<file path="src/rtl/lccn_pkg.sv">
// shared types and constants for the led channel calibrate/normalize block
// no dependencies
`timescale 1ns / 1ps

package lccn_pkg;

    localparam int NumCh   = 5;
    localparam int LvlW    = 8;
    localparam int WideW   = 16;
    localparam int MulW    = WideW + LvlW;
    localparam int QuotW   = 8;
    localparam int NumDiv  = QuotW;
    localparam int CfgIdxW = 3;
    localparam int LutSize = 256;

    localparam logic [LvlW-1:0]  FactorFull = 8'd255;
    localparam logic [WideW-1:0] GainReset  = 16'd257;
    localparam logic [WideW-1:0] Dividend   = 16'hFFFF;

    // register indexes
    localparam logic [CfgIdxW-1:0] CfgRed   = 3'd0;
    localparam logic [CfgIdxW-1:0] CfgGreen = 3'd1;
    localparam logic [CfgIdxW-1:0] CfgBlue  = 3'd2;
    localparam logic [CfgIdxW-1:0] CfgCold  = 3'd3;
    localparam logic [CfgIdxW-1:0] CfgWarm  = 3'd4;

    typedef logic [LvlW-1:0]  lvl_t;
    typedef logic [WideW-1:0] wide_t;

    typedef wide_t [NumCh-1:0] cal_vec_t;
    typedef lvl_t  [NumCh-1:0] lvl_vec_t;

    typedef struct packed {
        lvl_t red_in;
        lvl_t green_in;
        lvl_t blue_in;
        lvl_t cold_in;
        lvl_t warm_in;
    } in_item_t;

    typedef struct packed {
        lvl_t red_out;
        lvl_t green_out;
        lvl_t blue_out;
        lvl_t cold_out;
        lvl_t warm_out;
    } out_item_t;

    // load strobes for the two lane stages
    typedef struct packed {
        logic ld1;
        logic ld2;
    } lane_ctl_t;

    // one stage of the merge pipeline
    typedef struct packed {
        cal_vec_t         v;
        wide_t            mx;
        wide_t            rem;
        logic [QuotW-1:0] quot;
    } div_stage_t;

endpackage

</file>
<file path="src/rtl/lccn_lane.sv">
// one calibration lane: common gain then per-channel factor, two stages
// depends on lccn_pkg
`timescale 1ns / 1ps

module lccn_lane (
    input  logic                aclk,
    input  lccn_pkg::lane_ctl_t ctl,
    input  lccn_pkg::lvl_t      level,
    input  lccn_pkg::lvl_t      factor,
    input  lccn_pkg::wide_t     gain,
    output lccn_pkg::wide_t     cal
);

    logic [lccn_pkg::MulW-1:0] lift_prod;
    logic [lccn_pkg::MulW-1:0] scale_prod;
    lccn_pkg::wide_t           lift_reg;
    lccn_pkg::wide_t           lift_next;
    lccn_pkg::wide_t           cal_reg;
    lccn_pkg::wide_t           cal_next;

    always_comb begin
        lift_prod = lccn_pkg::MulW'(level) * lccn_pkg::MulW'(gain);
        lift_next = lift_prod[lccn_pkg::MulW-1:lccn_pkg::LvlW];
    end

    always_comb begin
        scale_prod = lccn_pkg::MulW'(lift_reg) * lccn_pkg::MulW'(factor);
        if (factor == '0) begin
            cal_next = '0;
        end else if (factor == lccn_pkg::FactorFull) begin
            cal_next = lift_reg;
        end else begin
            cal_next = scale_prod[lccn_pkg::MulW-1:lccn_pkg::LvlW];
        end
    end

    always_ff @(posedge aclk) begin
        if (ctl.ld1) begin
            lift_reg <= lift_next;
        end
        if (ctl.ld2) begin
            cal_reg <= cal_next;
        end
    end

    assign cal = cal_reg;

endmodule

</file>
<file path="config.mk">
export PLATFORM = sky130hd
export DESIGN_NAME = lccn_lane
export DESIGN_NICKNAME = d
export VERILOG_FILES = /design/src/rtl/lccn_pkg.sv /design/src/rtl/lccn_lane.sv
export SDC_FILE = /design/constraint.sdc
export NUM_CORES = 1
export LEC_CHECK = 0
export ABC_CLOCK_PERIOD_IN_PS = 5800
export BUFFER_PORTS_ARGS = -buffer_cell sky130_fd_sc_hd__clkbuf_2
export CORE_MARGIN = 2
export CORE_UTILIZATION = 55
export DETAILED_ROUTE_END_ITERATION = 6
export MAX_ROUTING_LAYER = met4
export PLACE_DENSITY = 0.73
export SLEW_MARGIN = 20
export SYNTH_ARGS = -nofsm -noshare
export SYNTH_HDL_FRONTEND = slang
export SYNTH_SLANG_ARGS = --single-unit
export TNS_END_PERCENT = 5
</file>
<file path="constraint.sdc">
create_clock -name aclk -period 5.8 [get_ports aclk]
set_input_delay 0.29 -clock aclk [delete_from_list [all_inputs] [get_ports aclk]]
set_output_delay 0.29 -clock aclk [all_outputs]
set_load 0.01 [all_outputs]
</file>
Word level (Yosys, flattened, before mapping) --
Cells that the tools add are included. W data, S select, Z words.
Storage, ports and cells: bits in registers 32, latch bits 0, memory bits (writable) 0, bits in read-only memories 0, input port bits 35, output and inout port bits 16, word-level logic and storage cells 7, memories kept 0
Cells by class: $add $sub $neg 0, multipliers 2, divide/modulo/power cells 0, magnitude comparators 0, equality and inequality tests 1, shift operators 0, muxes and demuxes 1, bitwise logic cells 0, reduce and logical (&&, ||, !) cells 1
Operators by type and width (number):
- $mul A16 B8 Y24 | 1
- $mul A8 B16 Y24 | 1
- $mux W16 | 1
- $eq A8 B8 Y1 const B | 1
- $logic_not A8 Y1 | 1

Longest topological paths before layout --
depth after elaboration 2, depth in mapped cells 19, gate-level depth less buffers 17

Worst setup path after synthesis --
Ideal clock, no wire load.
path type register to register, start register lift_reg[6], end register cal_reg[15], in the netlist cal[15] (data pin), library setup time 0.261 ns, arrival 4.670 ns, required time 5.539 ns, slack 0.869 ns, stages on the path, launching flop included 16, buffers on the path 0, clock period less this slack 4.931 ns, cell sequence edfxtp_1 and2_1 fa_1 fa_1 fa_1 inv_1 fa_1 inv_1 ha_1 a21o_1 a221o_1 a41o_1 a221o_2 o21ai_4 mux2i_1 a221o_1
Between the ends: word-level cells in the longest chain between the ends 2
Ends and longest elaborated chain:
- start: declaration | line lccn_lane.sv:16 | lccn_pkg::wide_t lift_reg;
- start signal: assignment | line lccn_lane.sv:39 | lift_reg <= lift_next;
- $mul A16 B8 Y24 | line lccn_lane.sv:27 | scale_prod = lccn_pkg::MulW'(lift_reg) * lccn_pkg::MulW'(factor);
- $mux W16 | line lccn_lane.sv:30 | end else if (factor == lccn_pkg::FactorFull) begin
- end signal: assignment | line lccn_lane.sv:42 | cal_reg <= cal_next;
- end: declaration | line lccn_lane.sv:18 | lccn_pkg::wide_t cal_reg;
Every way passes these cells. A chain may end at the register's enable or synchronous reset.

Final worst setup path --
Ends and elaborated chain as after synthesis.

==> flow_summary.json <==
{
  "outcome": "finished, final reports clean",
  "setup-tns-final_ns": 0,
  "crit_path_frequent_cell": "fa_1",
  "hp-class": "primary input to flop",
  "cp_num_buf_inv": 2,
  "crit_chain": "and2_1 > fa_1 > fa_1 > fa_1 > inv_1 > fa_1 > inv_1 > ha_1 > a21o_1 > a221o_1 > a41o_1 > a221o_2 > o21ai_4 > mux2i_1 > a221o_1",
  "fp.coreArea_um2": 15800,
  "die_h_um": 131,
  "dp_hpwl_um": 15300,
  "die_w_um": 131,
  "clock_skew_ns": 0.00862,
  "vias": 6444,
  "cp.depth": 15,
  "overflow": 0,
  "finalNetCount": 1264,
  "fin_ws_ns": 0.483,
  "pin_count": 51,
  "wl_per_cell_um": 15.6,
  "critPathLaunchType": "flop",
  "synthCells": 946,
  "worstPathRequired_ns": 5.82,
  "cpMaxStageDelayCell": "edfxtp_1",
  "postCtsHoldBufs": 0,
  "r2r_cells": 15,
  "synth_cell_type_count": 48,
  "tightest_slew_ns": 0.935,
  "syn-cell-area_um2": 8880,
  "cts_htree_levels": 2,
  "fin_crit_sh_pct": 91.7,
  "cpPeakStageDelay_ns": 0.55,
  "reg2reg_slack_ns": 0.48,
  "fmax_mhz": 188,
  "cts_resized": 0,
  "synth_seq_area_share_pct": 10.8,
  "crit_end": "cal[15]",
  "synthArstFlopShare_pct": 0,
  "path_max_fanout": 9,
  "grt_pass1_vias": 6741,
  "slew_violations": 0,
  "antennaDiodeCount": 0,
  "drc_errors": 0,
  "ys.flop_type": "edfxtp_1",
  "gp_congestion": 0.895,
  "clkLatencyLatePin_ns": 0.28,
  "port-buffer-count": 50,
  "rows": 46,
  "worstSetupEndpointType": "flop",
  "cts_tree": "built",
  "synth_edf_count": 32,
  "drive_above_1_share_pct": 6.62,
  "r2r_start": "lift_reg[6]",
  "start_util_pct": 56.1,
  "postRouteAntennaNets": 0,
  "final_area_um2": 9470,
  "grt_pass1_wl_um": 32300,
  "routed_wl_um": 18600,
  "syn_nets": 1229,
  "criticalPathCategory": "flop to flop",
  "avgSynthCellArea_um2": 9.39,
  "clkTransAtPathRegs_ns": 0.06,
  "clockBufferDepth": 2,
  "cts_buffers": 5,
  "grt_start_max_net_pins": 21,
  "yosys_register_bits": 32,
  "fp.dieArea_um2": 17200,
  "place_area_um2": 9330,
  "root_buffer": "clkbuf_16",
  "cts_sinks": 32,
  "pre_cts_slack_ns": 0.534,
  "regToRegEndpoint": "cal[15]",
  "drv_cap": 0,
  "cp_data_arrival_time_ns": 5.34,
  "grt.total_usage_pct": 24.5,
  "antenna_found_initial": 0,
  "dr.pass1.iters": 5,
  "first_iter_violations": 267,
  "rsz0062_at_grt": "no",
  "critPathLaunch": "lift_reg[6]",
  "setup_violations": 0,
  "yosysWarnings": 0,
  "period_minus_slack_ns": 5.32,
  "whs_ns": 0.486,
  "syn2layout_area_growth_pct": 6.64,
  "hold_viol": 0,
  "critical-path-top-delay-family": "adder cells",
  "cts_setup_buffers": 0,
  "slew_headroom_pct": 37.4,
  "vias_per_cell": 5.38
}
==> final cells by class <==
type	count	area (µm²)
fillers	1370	6360
inverters	179	672
clock buffers	5	125
flip-flops and latches	32	961
repair buffers	52	265
multi-input cells	711	7160
well taps	216	270
clock inverters	3	18.8
==> worst register-to-register path, stage by stage, from the launching register on <==
cell	delay (ns)
edfxtp_1	0.55
and2_1	0.25
fa_1	0.51
fa_1	0.51
fa_1	0.49
inv_1	0.05
fa_1	0.47
inv_1	0.04
ha_1	0.32
a21o_1	0.20
a221o_1	0.32
a41o_1	0.27
a221o_2	0.49
o21ai_4	0.18
mux2i_1	0.10
a221o_1	0.31
==> logic make-up (layout without fill, tap and decap cells) <==
kind of cell,count (synthesis),after routing,share of synthesized area (%)
muxes,1,1,0.113
and+or+nand+nor,326,326,20.3
buffers and inverters,203,239,8.58
AOI/OAI and AO/OA,109,109,8.57
xor gates and xnor gates,27,27,2.66
DFF,32,32,10.8
adders and majority gates,248,248,49.0
==> synth_stat cells (2+ instances only) <==
cell type / number / area share [%]
fa_1: 166 / 37
nor2_1: 20 / 0.85
edfxtp_1: 32 / 11
clkbuf_1: 22 / 0.93
o21ai_0: 15 / 0.85
a21o_1: 13 / 1.1
nand4_1: 6 / 0.42
xor2_1: 11 / 1.1
nor2b_1: 4 / 0.28
o21bai_1: 6 / 0.51
or4_1: 4 / 0.34
nand3b_1: 2 / 0.17
nand3_1: 2 / 0.11
a31oi_1: 4 / 0.28
buf_1: 2 / 0.085
ha_1: 82 / 12
a211oi_1: 9 / 0.76
and2_1: 191 / 13
nand2b_1: 3 / 0.21
o21a_1: 2 / 0.17
nor3_1: 6 / 0.34
a32o_1: 2 / 0.23
nand2_1: 77 / 3.3
and3_1: 7 / 0.49
a221o_1: 3 / 0.34
inv_1: 179 / 7.6
a21oi_1: 27 / 1.5
o31ai_1: 3 / 0.25
a22o_1: 10 / 0.99
xnor2_1: 16 / 1.6
o211ai_1: 3 / 0.25
==> cells in the final DEF, fill, tap and decap left out, drive strengths merged, types with 20 or more instances in the layout <==
cell,n
and2,191
inv,179
fa,166
ha,82
nand2,77
clkbuf,55
edfxtp,32
a21oi,27
nor2,20
==> per-stage QoR <==
stage	instances	utilization, %
2_1_floorplan	946	-
3_3_place_gp	1190	58.9
5_1_grt	1198	59.8
6_report	1198	59.8
3_5_place_dp	1190	58.9
4_1_cts	1198	59.8
==> how the worst min path moves through the flow <==
| stage | slack, ns | cells after the start | endpoint | from |
|---|---|---|---|---|
| floorplan | 0.40 | 0 | cal[0] | ctl[0] |
| global placement | 0.71 | 1 | cal[11] | cal[11] |
| detailed placement | 0.71 | 1 | cal[9] | cal[9] |
| CTS | 0.50 | 1 | cal[5] | ctl[0] |
| global route | 0.53 | 1 | cal[5] | ctl[0] |
| finish | 0.49 | 1 | cal[5] | ctl[0] |
==> layer usage <==
layer  track usage, %  up-vias  part of all wire [%]
met3             2.80       35                   4.1
met5                -        -                     0
met2             40.2      179                    47
met1             33.0     3192                    46
li1                 -     3038                     -
met4             5.88        0                   2.5
Power is left out: the tool's default activity adds up to more than one toggle a clock period on the data nets, which glitch-free logic cannot reach.
