$ cat src/rtl/lccn_pkg.sv
// shared types and constants for the led channel calibrate/normalize block
// no dependencies
`timescale 1ns / 1ps

package lccn_pkg;

    localparam int NumCh   = 5;
    localparam int LvlW    = 8;
    localparam int WideW   = 16;
    localparam int MulW    = WideW + LvlW;
    localparam int QuotW   = 8;
    localparam int NumDiv  = QuotW;
    localparam int CfgIdxW = 3;
    localparam int LutSize = 256;

    localparam logic [LvlW-1:0]  FactorFull = 8'd255;
    localparam logic [WideW-1:0] GainReset  = 16'd257;
    localparam logic [WideW-1:0] Dividend   = 16'hFFFF;

    // register indexes
    localparam logic [CfgIdxW-1:0] CfgRed   = 3'd0;
    localparam logic [CfgIdxW-1:0] CfgGreen = 3'd1;
    localparam logic [CfgIdxW-1:0] CfgBlue  = 3'd2;
    localparam logic [CfgIdxW-1:0] CfgCold  = 3'd3;
    localparam logic [CfgIdxW-1:0] CfgWarm  = 3'd4;

    typedef logic [LvlW-1:0]  lvl_t;
    typedef logic [WideW-1:0] wide_t;

    typedef wide_t [NumCh-1:0] cal_vec_t;
    typedef lvl_t  [NumCh-1:0] lvl_vec_t;

    typedef struct packed {
        lvl_t red_in;
        lvl_t green_in;
        lvl_t blue_in;
        lvl_t cold_in;
        lvl_t warm_in;
    } in_item_t;

    typedef struct packed {
        lvl_t red_out;
        lvl_t green_out;
        lvl_t blue_out;
        lvl_t cold_out;
        lvl_t warm_out;
    } out_item_t;

    // load strobes for the two lane stages
    typedef struct packed {
        logic ld1;
        logic ld2;
    } lane_ctl_t;

    // one stage of the merge pipeline
    typedef struct packed {
        cal_vec_t         v;
        wide_t            mx;
        wide_t            rem;
        logic [QuotW-1:0] quot;
    } div_stage_t;

endpackage

$ cat src/rtl/lccn_merge.sv
// merge stage: maximum over lanes, bit-serial pipelined 65535/max, attenuation
// depends on lccn_pkg
`timescale 1ns / 1ps

module lccn_merge (
    input  logic               aclk,
    input  logic               aresetn,
    input  logic               in_valid,
    output logic               in_ready,
    input  lccn_pkg::cal_vec_t cal,
    output logic               out_valid,
    input  logic               out_ready,
    output lccn_pkg::lvl_vec_t out_lvl
);

    localparam int NumStg = lccn_pkg::NumDiv + 1;
    localparam int RemW   = lccn_pkg::WideW + lccn_pkg::QuotW;

    lccn_pkg::div_stage_t stg_reg  [NumStg];
    lccn_pkg::div_stage_t stg_next [NumStg];
    logic [NumStg-1:0]    vld_reg;
    logic [NumStg-1:0]    vld_next;
    logic [NumStg:0]      can;
    lccn_pkg::wide_t      mx;
    logic                 out_vld_reg;
    logic                 out_vld_next;
    lccn_pkg::lvl_vec_t   out_lvl_reg;
    lccn_pkg::lvl_vec_t   out_lvl_next;
    logic                 big;
    logic [lccn_pkg::MulW-1:0] att_prod [lccn_pkg::NumCh];

    // stall chain, a stage loads when empty or when the next one moves
    always_comb begin
        can[NumStg] = !out_vld_reg || out_ready;
        for (int k = NumStg - 1; k >= 0; k--) begin
            can[k] = !vld_reg[k] || can[k+1];
        end
        vld_next[0] = can[0] ? in_valid : vld_reg[0];
        for (int k = 1; k < NumStg; k++) begin
            vld_next[k] = can[k] ? vld_reg[k-1] : vld_reg[k];
        end
        out_vld_next = can[NumStg] ? vld_reg[NumStg-1] : out_vld_reg;
    end

    // largest calibrated value
    always_comb begin
        mx = '0;
        for (int i = 0; i < lccn_pkg::NumCh; i++) begin
            if (cal[i] > mx) begin
                mx = cal[i];
            end
        end
        stg_next[0].v    = cal;
        stg_next[0].mx   = mx;
        stg_next[0].rem  = lccn_pkg::Dividend;
        stg_next[0].quot = '0;
    end

    // restoring division, one quotient bit per stage, msb first
    for (genvar k = 1; k < NumStg; k++) begin : g_div
        localparam int Bit = lccn_pkg::NumDiv - k;
        logic [RemW-1:0] shifted;

        always_comb begin
            shifted     = {{lccn_pkg::QuotW{1'b0}}, stg_reg[k-1].mx} << Bit;
            stg_next[k] = stg_reg[k-1];
            if ({{lccn_pkg::QuotW{1'b0}}, stg_reg[k-1].rem} >= shifted) begin
                stg_next[k].rem       = stg_reg[k-1].rem - shifted[lccn_pkg::WideW-1:0];
                stg_next[k].quot[Bit] = 1'b1;
            end
        end
    end

    // attenuate only when some lane went above full scale
    always_comb begin
        big = |stg_reg[NumStg-1].mx[lccn_pkg::WideW-1:lccn_pkg::LvlW];
        for (int i = 0; i < lccn_pkg::NumCh; i++) begin
            att_prod[i] = lccn_pkg::MulW'(stg_reg[NumStg-1].v[i])
                        * lccn_pkg::MulW'(stg_reg[NumStg-1].quot);
            out_lvl_next[i] = big ? att_prod[i][lccn_pkg::WideW-1:lccn_pkg::LvlW]
                                  : stg_reg[NumStg-1].v[i][lccn_pkg::LvlW-1:0];
        end
    end

    always_ff @(posedge aclk) begin
        if (!aresetn) begin
            vld_reg     <= '0;
            out_vld_reg <= 1'b0;
        end else begin
            vld_reg     <= vld_next;
            out_vld_reg <= out_vld_next;
        end
    end

    always_ff @(posedge aclk) begin
        if (in_valid && can[0]) begin
            stg_reg[0] <= stg_next[0];
        end
        for (int k = 1; k < NumStg; k++) begin
            if (vld_reg[k-1] && can[k]) begin
                stg_reg[k] <= stg_next[k];
            end
        end
        if (vld_reg[NumStg-1] && can[NumStg]) begin
            out_lvl_reg <= out_lvl_next;
        end
    end

    assign in_ready  = can[0];
    assign out_valid = out_vld_reg;
    assign out_lvl   = out_lvl_reg;

endmodule

$ cat config.mk
export PLATFORM = sky130hd
export DESIGN_NAME = lccn_merge
export DESIGN_NICKNAME = d
export VERILOG_FILES = /design/src/rtl/lccn_pkg.sv /design/src/rtl/lccn_merge.sv
export SDC_FILE = /design/constraint.sdc
export NUM_CORES = 2
export LEC_CHECK = 0
export BUFFER_PORTS_ARGS = -buffer_cell sky130_fd_sc_hd__buf_4
export CAP_MARGIN = 20
export CELL_PAD_IN_SITES_DETAIL_PLACEMENT = 1
export CELL_PAD_IN_SITES_GLOBAL_PLACEMENT = 1
export CORE_MARGIN = 2
export CORE_UTILIZATION = 30
export CTS_BUF_LIST = sky130_fd_sc_hd__clkbuf_8
export DETAILED_ROUTE_END_ITERATION = 6
export GPL_TIMING_DRIVEN = 0
export HOLD_SLACK_MARGIN = 0.03
export PLACE_DENSITY = 0.57
export SETUP_SLACK_MARGIN = 0.1
export SLEW_MARGIN = 0
export SYNTH_ARGS = -nofsm -noshare
export SYNTH_HDL_FRONTEND = slang
export SYNTH_SLANG_ARGS = --single-unit
$ cat constraint.sdc
create_clock -name aclk -period 31.3 [get_ports aclk]
set_input_delay 3.13 -clock aclk [delete_from_list [all_inputs] [get_ports aclk]]
set_output_delay 3.13 -clock aclk [all_outputs]
set_load 0.01 [all_outputs]
======== Yosys cells after proc, flatten, opt, wreduce, memory -nomap -nowiden ========
Memory sizes are Yosys's and may differ from the RTL's.
Cells that the tools add are included.
storage, ports and cells
  bits in registers ....................... 50
  memory bits (writable) .................. 1080
  output and inout bits ................... 42
  word-level logic and storage cells ...... 116
  memories kept ........................... 1
memories
  name     depth  bits a word  read ports  clocked after memory_dff  wr ports  line              RTL
  stg_reg  9      120          9           0                         9         lccn_merge.sv:19  lccn_pkg::div_stage_t stg_reg [NumStg];
cells by class
  $add $sub $neg .......................... 8
  multipliers ............................. 5
  $lt $le $gt $ge ......................... 13
  multiplexer cells ....................... 43
  reductions and logical operators ........ 31
operators with widths
  kind                                                 number
  2-to-1 mux 16 bit                                    12
  subtractor 16 bit                                    8
  multiplier 16 x 8 -> 16 bit                          5
  > comparator 16 bit                                  4
  2-to-1 mux 8 bit                                     5
  2-to-1 mux 1 bit                                     25
  greater-or-equal comparator 16 x 23 -> 1 bit         1
  greater-or-equal comparator 16 x 22 -> 1 bit         1
  greater-or-equal comparator 16 x 21 -> 1 bit         1
  greater-or-equal comparator 16 x 20 -> 1 bit         1
  greater-or-equal comparator 16 x 19 -> 1 bit         1
  greater-or-equal comparator 16 x 18 -> 1 bit         1
  greater-or-equal comparator 16 x 17 -> 1 bit         1
  2-to-1 mux 17 bit                                    1
  greater-or-equal comparator 16 bit                   1
  > comparator 16 x 1 -> 1 bit, second input constant  1
  logical AND 1 bit                                    10
  logical NOT 1 bit                                    10
  logical OR 1 bit                                     10
  OR reduction 8 bit                                   1

======== Logic depth before layout (Yosys ltp) ========
  depth after elaboration ................. 14
  mapped depth ............................ 46

======== Worst setup path before layout ========
OpenSTA, ideal clock, no wires.
  path kind ............................... in2reg
  start ................................... input out_ready
  end ..................................... memory stg_reg[0][603] in the netlist's numbering (enable)
  data arrival time ....................... 11937 ps
  path slack .............................. 18602 ps
  cell stages on the path ................. 5
  buffers on the path ..................... 1
  path through ............................ nor2b_1 and2_1 and3_1 clkbuf_1 a21boi_0
RTL lines
  what         line              RTL
  from (decl)  lccn_merge.sv:12  input logic out_ready,
  to (decl)    lccn_merge.sv:19

==> impl_summary.txt <==
----------------------------------------------------
[Outcome]
  Result of the run ... complete, no violations

[Pwr]
  Pwr Density ... 47.7 nW/um2
  Maximum VDD drop ... 0.0328 mV
  Leak ... 22.1 nW
  Power after layout ... 2.76 mW

[Die]
  Initial core utilization ... 30.2%
  Die span in x ... 414 um
  Core Box Area ... 167000 um2
  Total Die Area ... 171000 um2
  Number of ports placed on the die boundary ... 126
  Die height ... 414 um
  Placement row count ... 150

[Clocking]
  Count of hold buffers inserted by post-cts repair ... 0
  Root buf cell ... sky130_fd_sc_hd__clkbuf_8
  Number of instances resized during post-cts repair ... 0
  # Post-CTS Setup Buffers ... 0
  Clock slew at reported path FFs ... 60 ps
  Buffer levels on the longest clock path ... 3
  Clk sink count ... 1026
  H-tree levels ... 4
  Source-to-sink clock delay at the later pin of the worst-skew pair ... 850 ps
  TritonCTS Buffers ... 159
  TritonCTS clock tree ... done

[Global routing]
  GRT overflow ... 0
  Maximum number of pins on one net before global-route repair ... 37
  Vias in the first global route ... 29066
  Initial antenna violation count ... 6
  Gr usage total ... 12.9%
  Global-route wire length before repair ... 169000 um

[Drt]
  WL/cell ... 17.3 um
  Initial detailed-routing violation count ... 1133
  Routed Antenna Nets ... 0
  Drt first pass iters ... 5
  Total wire length after detailed routing ... 107000 um
  Via density per instance ... 4.24
  Detailed-route via count ... 26259
  DRC violation count after routing ... 0

[Timing]
  Unrepaired setup endpoints after global routing ... false
  Final worst path period need ... 12990 ps
  Achievable Freq ... 0.0770 GHz
  Tightest Pin Transition ... 1090 ps
  Fin Setup TNS ... 0 ps
  Clock Skews ... 47.8 ps
  Final setup violation count ... 0
  Hold violation total from the final report ... 0
  Worst hold slack ... 392 ps
  Relative max-transition margin ... 27.0%
  Share of the cycle needed by the critical path after routing ... 41.5%
  Final count of pins violating max slew ... 0

[Worst setup path]
  Signal arrival time at the worst endpoint ... 13560 ps
  Type of element capturing the critical path ... flop
  Critical Path Start Type ... input port
  Crit path kind ... in -> reg
  Longest individual stage delay on the worst path ... 520 ps
  Number of cells traversed by the worst register-to-register path ... 16
  Maximum fanout encountered on the critical timing path ... 10
  Worst path required time ... 31870 ps
  Highest-delay cell along the critical path ... sky130_fd_sc_hd__a21oi_1

[Yosys]
  Number of register bits inferred by synthesis ... 1026
  Cell area after synthesis ... 50400 um2
  Synthesized net count ... 4183
  Mapped Avg Cell Area ... 14.2 um2
  Part of the Yosys area used for sequential elements ... 60.9%
  Syn. warnings ... 0
  Asr flop ratio synth ... 0%
  Most used flip-flop cell after synthesis ... sky130_fd_sc_hd__edfxtp_1
  Number of library cell types mapped by synthesis ... 63
  Number of enable-type register cells in the synthesized netlist ... 1016
  Number of instances in the synthesized netlist ... 3548

[Job]
  Max Cap Violations ... 0

[Placed design]
  Instance area at placement ... 54900 um2
  IO Port Bufs ... 124
  RD Place Congestion ... 0.793
  HPWL after DPL ... 81900 um

[Min path]
  Path category of the worst min-delay check ... reg -> reg
  Cells on Worst Hold Path ... 0

[Layout]
  Top library cells by usage in the layout, fill and taps aside ... sky130_fd_sc_hd__edfxtp_1 (1016), sky130_fd_sc_hd__inv_1 (553), sky130_fd_sc_hd__nand2_1 (332), sky130_fd_sc_hd__fa_1 (301), sky130_fd_sc_hd__ha_1 (250)
  Synth-to-layout area growth ... 14.8%
  Proportion of layout cells with a drive suffix above 1 ... 11.7%
  Final net count ... 4500
  Max FFs per register ... 976
  Number of fill cells ... 17688
  Layout Cell Area excl Fill ... 57900 um2
  Most common cell after layout, fill and taps aside ... sky130_fd_sc_hd__edfxtp_1

----------------------------------------------------
[critical path, delay by kind of cell]
family / cells / cell delay (ps)
adders and majority gates: 4 / 1270
muxes: 3 / 1380
AOI/OAI and AO/OA: 19 / 4430
buffers and inverters: 7 / 1900
and+or+nand+nor: 7 / 1420
[worst paths after layout]
path,end,slack (ps),startpoint
setup / recovery,stg_reg[0][33],18310,cal[11]
hold / removal,stg_reg[0][1041],390,stg_reg[0][921]
setup reg to reg,out_lvl[31],24180,stg_reg[0][964]
hold reg to reg,stg_reg[0][1041],390,stg_reg[0][921]
[cells in the mapped netlist, types with 3 or more instances]
cell,n,area [um2]
sky130_fd_sc_hd__ha_1,250,3130
sky130_fd_sc_hd__clkbuf_1,76,285
sky130_fd_sc_hd__a21oi_1,112,561
sky130_fd_sc_hd__nand2b_1,7,43.8
sky130_fd_sc_hd__a31oi_1,3,18.8
sky130_fd_sc_hd__a31o_2,4,35.0
sky130_fd_sc_hd__a2111oi_0,6,52.6
sky130_fd_sc_hd__and2_1,246,1540
sky130_fd_sc_hd__o21bai_1,10,75.1
sky130_fd_sc_hd__and3_1,5,31.3
sky130_fd_sc_hd__dfxtp_1,10,200
sky130_fd_sc_hd__nor4_1,5,31.3
sky130_fd_sc_hd__o311ai_0,3,26.3
sky130_fd_sc_hd__o21ai_0,60,300
sky130_fd_sc_hd__o21a_1,31,233
sky130_fd_sc_hd__o211ai_1,3,22.5
sky130_fd_sc_hd__nand2_1,332,1250
sky130_fd_sc_hd__nand4_1,14,87.6
sky130_fd_sc_hd__nor2_1,124,465
sky130_fd_sc_hd__or2_2,6,37.5
sky130_fd_sc_hd__buf_1,22,82.6
sky130_fd_sc_hd__and4b_1,4,40.0
sky130_fd_sc_hd__edfxtp_1,1016,30500
sky130_fd_sc_hd__a21o_1,29,218
sky130_fd_sc_hd__mux2i_1,25,250
sky130_fd_sc_hd__or3_1,7,43.8
sky130_fd_sc_hd__or4_1,3,22.5
sky130_fd_sc_hd__a21boi_0,26,195
sky130_fd_sc_hd__nor2b_1,30,188
sky130_fd_sc_hd__mux2_2,78,878
sky130_fd_sc_hd__xor2_1,36,315
sky130_fd_sc_hd__fa_1,301,6030
sky130_fd_sc_hd__nor3_1,14,70.1
sky130_fd_sc_hd__nand3_1,8,40.0
sky130_fd_sc_hd__o31ai_1,8,60.1
sky130_fd_sc_hd__xnor2_1,97,850
sky130_fd_sc_hd__inv_1,505,1900
[area by class of cell]
type | instances | area [um2] | area share (%)
sequential | 1026 | 30700 | 53.0
tap | 2204 | 2760 | 4.76
clock buffer | 165 | 2270 | 3.92
multi-input combinational | 1917 | 17500 | 30.3
clock inverter | 119 | 722 | 1.25
antenna | 4 | 10.0 | 0.0173
inverter | 505 | 1900 | 3.27
timing repair buffer | 156 | 1600 | 2.77
buffer | 100 | 380 | 0.657
[layer usage]
metal  global-route usage (%)  wire length [um]  part of all wire, %
met5                        0                 0                    0
met4                     5.11              3280                  3.1
met3                     2.05              3180                  3.0
met2                     21.3             50800                   48
met1                     16.8             49700                   46
[cells by family (layout without fill, tap and decap cells)]
group                      Yosys count  after routing  synth area share (%)
AOI/OAI and AO/OA                  318            318                  4.02
xor gates and xnor gates           133            133                  2.31
adders and majority gates          551            551                  18.2
buffers and inverters              605           1045                  4.51
DFF                               1026           1026                  60.9
muxes                              103            103                  2.24
other                                0              4                     0
and+or+nand+nor                    812            812                  7.86
[through the flow]
step                      cells  util, %  worst slack, ps
after detailed placement   5908     32.9            17480
after global placement     5876     32.4            14330
after CTS                  6192     34.7            18410
after global routing       6196     34.7            17660
final                      6196     34.7            18310
after floorplan            3548        -            18600
[power breakdown]
part           total (mW)  internal, mW  switching [mW]
clock network        1.05         0.530           0.517
registers            1.54          1.53          0.0120
logic               0.174        0.0731           0.101
No activity file was read; power rests on OpenSTA's default activity.
